===== src/rtl/pglcd_pkg.sv =====
package pglcd_pkg;

  // Default geometry of one column-segment controller
  localparam int unsigned NumChipsDef = 3;
  localparam int unsigned ColumnsDef  = 64;
  localparam int unsigned PagesDef    = 8;

  // Chip-select field width; select bits beyond it never reach a chip
  localparam int unsigned SelW = 3;

  // Widest display RAM address: 3 page bits plus 6 column bits
  localparam int unsigned MaxAddrW = 9;

  // Bus access codes
  localparam logic [1:0] OpCmd    = 2'd0;
  localparam logic [1:0] OpWdata  = 2'd1;
  localparam logic [1:0] OpStatus = 2'd2;
  localparam logic [1:0] OpRdata  = 2'd3;

  // Command bytes and their decode masks
  localparam logic [7:0] CmdDispOff  = 8'h3E;
  localparam logic [7:0] CmdDispOn   = 8'h3F;
  localparam logic [7:0] CmdColumn   = 8'h40;
  localparam logic [7:0] CmdPage     = 8'hB8;
  localparam logic [7:0] CmdStart    = 8'hC0;
  localparam logic [7:0] MaskDisp    = 8'hFE;
  localparam logic [7:0] MaskColumn  = 8'hC0;
  localparam logic [7:0] MaskPage    = 8'hF8;
  localparam logic [7:0] MaskStart   = 8'hC0;

  // Status byte: busy (bit 7) never set, bit 5 while the display is off
  localparam logic [7:0] StatusOff   = 8'h20;
  localparam logic [7:0] StatusOn    = 8'h00;

  typedef struct packed {
    logic [1:0]      op;
    logic [SelW-1:0] chip_select;
    logic [7:0]      data_in;
  } pglcd_in_t;

  typedef struct packed {
    logic [7:0] read_data;
    logic       is_read;
  } pglcd_out_t;

  // Access class after decode in the front end
  typedef enum logic [2:0] {
    KIND_NOP,
    KIND_DISP,
    KIND_COL,
    KIND_PAGE,
    KIND_START,
    KIND_WDATA,
    KIND_STATUS,
    KIND_RDATA
  } pglcd_kind_e;

  // Decoded access held in the queue
  typedef struct packed {
    pglcd_kind_e     kind;
    logic [SelW-1:0] sel;
    logic [7:0]      arg;
    logic            is_read;
  } pglcd_item_t;

  // Power-on clearing sweep of the display RAMs
  typedef struct packed {
    logic                en;
    logic [MaxAddrW-1:0] addr;
  } pglcd_clr_t;

  // Reduce a 6-bit value below a small limit by repeated subtraction.
  // Values here stay under 64 and limits are at least 8 (columns) or the
  // value is under 8 (pages), so eight steps always suffice.
  function automatic logic [5:0] mod_small(input logic [5:0] v, input int unsigned m);
    logic [5:0] r;
    r = v;
    for (int i = 0; i < 8; i++) begin
      if (32'(r) >= m) begin
        r = r - 6'(m);
      end
    end
    return r;
  endfunction

endpackage


===== src/rtl/pglcd_front.sv =====
module pglcd_front #(
  parameter int unsigned COLUMNS = pglcd_pkg::ColumnsDef,
  parameter int unsigned PAGES   = pglcd_pkg::PagesDef
) (
  input  logic                  clk_i,
  input  logic                  rst_ni,
  input  logic                  clearing_i,
  input  logic                  in_valid_i,
  output logic                  in_ready_o,
  input  pglcd_pkg::pglcd_in_t  in_data_i,
  output logic                  q_valid_o,
  input  logic                  q_ready_i,
  output pglcd_pkg::pglcd_item_t q_item_o
);
  import pglcd_pkg::*;

  pglcd_item_t item_d;
  pglcd_item_t fifo_q [2];
  logic        wr_ptr_q, wr_ptr_d;
  logic        rd_ptr_q, rd_ptr_d;
  logic [1:0]  count_q, count_d;
  logic        push, pop;

  // Classify the access and pre-reduce address arguments
  always_comb begin
    item_d.kind    = KIND_NOP;
    item_d.sel     = in_data_i.chip_select;
    item_d.arg     = in_data_i.data_in;
    item_d.is_read = 1'b0;
    case (in_data_i.op)
      OpCmd: begin
        if ((in_data_i.data_in & MaskDisp) == CmdDispOff) begin
          item_d.kind = KIND_DISP;
          item_d.arg  = {7'd0, in_data_i.data_in == CmdDispOn};
        end else if ((in_data_i.data_in & MaskColumn) == CmdColumn) begin
          item_d.kind = KIND_COL;
          item_d.arg  = {2'd0, mod_small(in_data_i.data_in[5:0], COLUMNS)};
        end else if ((in_data_i.data_in & MaskPage) == CmdPage) begin
          item_d.kind = KIND_PAGE;
          item_d.arg  = {2'd0, mod_small({3'd0, in_data_i.data_in[2:0]}, PAGES)};
        end else if ((in_data_i.data_in & MaskStart) == CmdStart) begin
          item_d.kind = KIND_START;
        end
      end
      OpWdata:  item_d.kind = KIND_WDATA;
      OpStatus: begin
        item_d.kind    = KIND_STATUS;
        item_d.is_read = 1'b1;
      end
      OpRdata: begin
        item_d.kind    = KIND_RDATA;
        item_d.is_read = 1'b1;
      end
      default:  item_d.kind = KIND_NOP;
    endcase
  end

  // Two-entry queue toward the back end
  assign in_ready_o = (count_q != 2'd2) && !clearing_i;
  assign push       = in_valid_i && in_ready_o;
  assign q_valid_o  = (count_q != 2'd0);
  assign pop        = q_valid_o && q_ready_i;
  assign q_item_o   = fifo_q[rd_ptr_q];

  always_comb begin
    wr_ptr_d = push ? !wr_ptr_q : wr_ptr_q;
    rd_ptr_d = pop ? !rd_ptr_q : rd_ptr_q;
    count_d  = count_q + {1'b0, push} - {1'b0, pop};
  end

  always_ff @(posedge clk_i or negedge rst_ni) begin
    if (!rst_ni) begin
      wr_ptr_q <= 1'b0;
      rd_ptr_q <= 1'b0;
      count_q  <= 2'd0;
    end else begin
      wr_ptr_q <= wr_ptr_d;
      rd_ptr_q <= rd_ptr_d;
      count_q  <= count_d;
    end
  end

  always_ff @(posedge clk_i) begin
    if (push) begin
      fifo_q[wr_ptr_q] <= item_d;
    end
  end

  // Queue occupancy never overflows
  a_count_bound: assert property (@(posedge clk_i) disable iff (!rst_ni)
    count_q != 2'd3) else $error("queue count out of range");

  // A lone transfer in grows the queue by one
  a_count_push: assert property (@(posedge clk_i) disable iff (!rst_ni)
    (push && !pop) |=> (count_q == $past(count_q) + 2'd1))
    else $error("queue count did not follow push");

endmodule


===== config.mk =====
export PLATFORM = sky130hd
export DESIGN_NAME = pglcd_front
export DESIGN_NICKNAME = d
export VERILOG_FILES = /design/src/rtl/pglcd_pkg.sv /design/src/rtl/pglcd_front.sv
export SDC_FILE = /design/constraint.sdc
export NUM_CORES = 1
export LEC_CHECK = 0
export ABC_AREA = 0
export BUFFER_PORTS_ARGS = -buffer_cell sky130_fd_sc_hd__clkbuf_2
export CORE_MARGIN = 8
export CORE_UTILIZATION = 50
export DETAILED_ROUTE_END_ITERATION = 10
export PLACE_DENSITY = 0.76
export SKIP_LAST_GASP = 1
export SYNTH_ARGS = -nofsm -noshare
export SYNTH_HDL_FRONTEND = slang
export SYNTH_SLANG_ARGS = --single-unit

===== constraint.sdc =====
create_clock -name clk_i -period 4.7 [get_ports clk_i]
set_input_delay 0.705 -clock clk_i [delete_from_list [all_inputs] [get_ports clk_i]]
set_output_delay 0.705 -clock clk_i [all_outputs]
set_load 0.005 [all_outputs]

==> results.txt <==
* Outcome: finished, final reports clean
- Routability-driven placement congestion ratio: between 0.7 and 0.8
- In this run the vertical extent of the chip is approximately 70 microns.
- Layout cells sized above 1: a little under half
- Area growth, synth to finish: 16.41%
* Met2 track utilization from global routing: a little under a fifth
* Total Negative Setup Slacks: 0 ns
- Total power per unit cell area: 470.0 mW/mm^2
- The final critical path takes up between 50% and 60% of the cycle.
* Library cells used by synthesis: 27
* Cell with the biggest individual delay on the critical path: sky130_fd_sc_hd__dfrtp_1
* Area enclosed by the die boundary: approximately 0.005 sq mm
- Final worst path period need: approximately 2.4 ns
- Stage delay of the slowest cell on the critical path: 0.80 ns
- The number of buffers and inverters on the critical path is 1.
- Once the clock tree was built, the resizer swapped 0 gates to a different size.
- The number of nets in the synthesized netlist is ~100.
- Data on the critical path is required at its endpoint by 3.99 ns.
- Type of the setup path with the least slack: flip-flop to primary output
* Maxcap violations: 0
* Routed via count: 825
* Number of pins exceeding their max-slew limit in the final report: 0
* Number of cell rows: 19
- The wire-length estimate of the detail-placed layout is approximately 1900 microns.
- Number of antenna violations at the first check in global routing: 0
- The final layout contains routed wiring with a total length of approximately 2600 microns.
- Arrival time reported for the critical path endpoint: roughly 1.7 ns
- STA classifies the critical path startpoint as a flip-flop.
- The placed instances occupy a cell area of ~0.0016 sq mm.
- In this run, CTS created clock tree buffers numbering 5.
- Drt first pass iters: 4
* Core area: 0.002758 sq mm
- Clock tree synthesis selected as its root buffer the cell sky130_fd_sc_hd__clkbuf_4.
* Maximum number of pins on one net before global-route repair: 17
- Post-route ant nets: 0
- The number of global-route vias before repair is between 900 and 1,000.
- CP Max Fanout: 16
* Flops & latches, synth: 34
- In the routed layout, each cell is associated on average with a via count of approximately 5.4.
- At the pin with the least slew margin, the transition time is 0.7186 ns.
- The analysis attributes to cell leakage a power of ~0.66 nW.
* Seq/Total Area, Yosys: approximately 69%
* Setup violations, final: 0
- Gate family responsible for the most delay along the worst path: flip-flops
* Finished Core Util: ~61%
- For this design the top-level I/O count stands at 35.
* Total of hold buffers inserted after clock tree synthesis: 0
- Global routing used under 10% of the available met3 tracks.
- Once the floorplan was initialized, standard cells occupied a little over half of the core.
- For this run, design rule violations remaining after detail routing come to 0.
- Static timing analysis puts the maximum clock frequency at 423.5 MHz.
- In this run the mean area of a mapped cell was 17.25 sq um.
- Type of the tightest min-delay check: input port to async pin
* Crit path capture type: primary output
- The worst-case IR drop observed on VDD is 0.3130 mV.
* Finished layout cell area: 0.001687 sq mm
* Synthesized netlist cell count: 84
- Dividing the detail-routed wire length by the instance count gives 16.91 microns.
* Setup Fix Bufs, Post-CTS: 0
- Final Hold Viols: 0
- After synthesis the cells add up to between 0.001 and 0.0015 sq mm.
- Clock input transition at the sequential cells of the worst setup and hold paths: ~0.090 ns
- Antenna cell count: 0
- For this design, the sink count on the clock tree is 34.
- TritonCTS built the clock tree.
- Source-to-sink clock delay at the later pin of the worst-skew pair: between 0.3 and 0.4 ns
- Setup repair after global routing left no endpoint under its margin.
* Global-route layer with the greatest usage: met2
- The floorplan step set the die width to around 70 microns.
* Clk_skew: approximately 0.0094 ns
- For met1 alone, demand over resource in global routing was roughly an eighth.
* Detailed router's first-iteration violation count: 44
- First-pass GRT wire length: around 4300 microns
- Max-slew headroom: approximately 52%
- Number of H-tree levels: 2
* Critical path, cell by cell: mux2_2 > clkbuf_2
- Summed over all layers, the global routing overflow is 0.
- In this run the deepest clock path goes through 2 buffers.
- Overall global routing resource usage: a little under an eighth
* Count of warnings emitted by yosys: 0
- Count of input and output buffers: 34
- In the final design database the tool counted between 100 and 150 nets.
stage by stage:
step | setup WS, ns | power [mW] | hold slack, ns | cells
6_report | 2.339 | 0.7928 | 0.1687 | 153
3_5_place_dp | 2.675 | 0.6622 | 0.4954 | 146
2_1_floorplan | 2.635 | 0.5725 | 0.4094 | 84
5_1_grt | 2.225 | 0.8477 | 0.1499 | 153
4_1_cts | 2.303 | 0.8071 | 0.1602 | 153
3_3_place_gp | 2.719 | 0.6480 | 0.4766 | 146
routing by layer:
layer,up-vias,routed length (microns)
li1,390,-
met1,399,1069
met2,26,1289
met3,10,141
met4,0,87
met5,-,0
path summary, 6_finish.rpt:
kind / slack, ns / cells past startpoint / end / startpoint
max: 2.34 / 2 / q_item_o[8] / rd_ptr_q
max in group asynchronous: 4.39 / 1 / count_q[0] / rst_ni
max reg2reg: 2.98 / 7 / count_q[1] / count_q[1]
min in group clk_i: 0.50 / 1 / wr_ptr_q / wr_ptr_q
min reg2reg: 0.50 / 1 / wr_ptr_q / wr_ptr_q
min: 0.17 / 1 / rd_ptr_q / rst_ni
cells in the final DEF, fill, tap and decap left out, drive strengths merged, types with 2 or more instances in the layout:
cell / count
nor3b: 2
a21oi: 2
nor4: 2
ha: 2
a21boi: 2
xnor2: 3
inv: 3
mux2: 15
nor2b: 3
and2: 2
or2: 2
edfxtp: 30
dfrtp: 4
a211o: 2
clkbuf: 41
final cells by class:
class / count / area, sq um
flip-flops and latches: 34 / 1001
repair buffers: 35 / 177.7
clock buffers: 7 / 45.04
well taps: 31 / 38.79
multi-input cells: 43 / 412.9
inverters: 3 / 11.26
fillers: 222 / 1071
kinds of logic (layout without fill, tap and decap cells):
group	Yosys count	after routing	synth area share [%]
muxes	15	15	11.66
xor gates and xnor gates	4	4	2.418
DFF	34	34	69.08
AOI/OAI and AO/OA	7	7	3.713
buffers and inverters	7	45	2.418
adders and majority gates	2	2	1.727
and+or+nand+nor	15	15	8.981
where the power goes:
part	switching, mW	total, mW	internal (mW)
logic	0.0948	0.219	0.124
registers	0.0461	0.430	0.384
clock network	0.0876	0.144	0.0563
total	0.228	0.793	0.564
synthesized netlist by cell type:
cell | n | area share [%]
sky130_fd_sc_hd__nor4_1 | 1 | 0.43
sky130_fd_sc_hd__edfxtp_1 | 30 | 62
sky130_fd_sc_hd__or3_1 | 1 | 0.43
sky130_fd_sc_hd__a211o_2 | 1 | 0.69
sky130_fd_sc_hd__a21oi_1 | 2 | 0.69
sky130_fd_sc_hd__nor2_1 | 1 | 0.26
sky130_fd_sc_hd__clkbuf_1 | 2 | 0.52
sky130_fd_sc_hd__and2_2 | 1 | 0.52
sky130_fd_sc_hd__a211o_1 | 1 | 0.60
sky130_fd_sc_hd__and2_4 | 1 | 0.60
sky130_fd_sc_hd__and3_1 | 1 | 0.43
sky130_fd_sc_hd__a21boi_0 | 2 | 1.0
sky130_fd_sc_hd__nor4_4 | 1 | 1.5
sky130_fd_sc_hd__or2_1 | 2 | 0.86
sky130_fd_sc_hd__nor3b_1 | 2 | 1.0
sky130_fd_sc_hd__buf_6 | 1 | 0.78
sky130_fd_sc_hd__mux2_2 | 10 | 7.8
sky130_fd_sc_hd__nor2b_1 | 3 | 1.3
sky130_fd_sc_hd__o31a_2 | 1 | 0.69
sky130_fd_sc_hd__xor2_1 | 1 | 0.60
sky130_fd_sc_hd__mux2_1 | 5 | 3.9
sky130_fd_sc_hd__dfrtp_1 | 4 | 6.9
sky130_fd_sc_hd__nand4b_4 | 1 | 1.6
sky130_fd_sc_hd__ha_1 | 2 | 1.7
sky130_fd_sc_hd__xnor2_1 | 3 | 1.8
sky130_fd_sc_hd__buf_2 | 1 | 0.35
sky130_fd_sc_hd__inv_1 | 3 | 0.78
sequential cells by signal, indices dropped and copies added, names as in the netlist:
signal / cells
count_q: 2
rd_ptr_q: 1
fifo_q: 30
wr_ptr_q: 1
(Power assumes the default switching activity.)
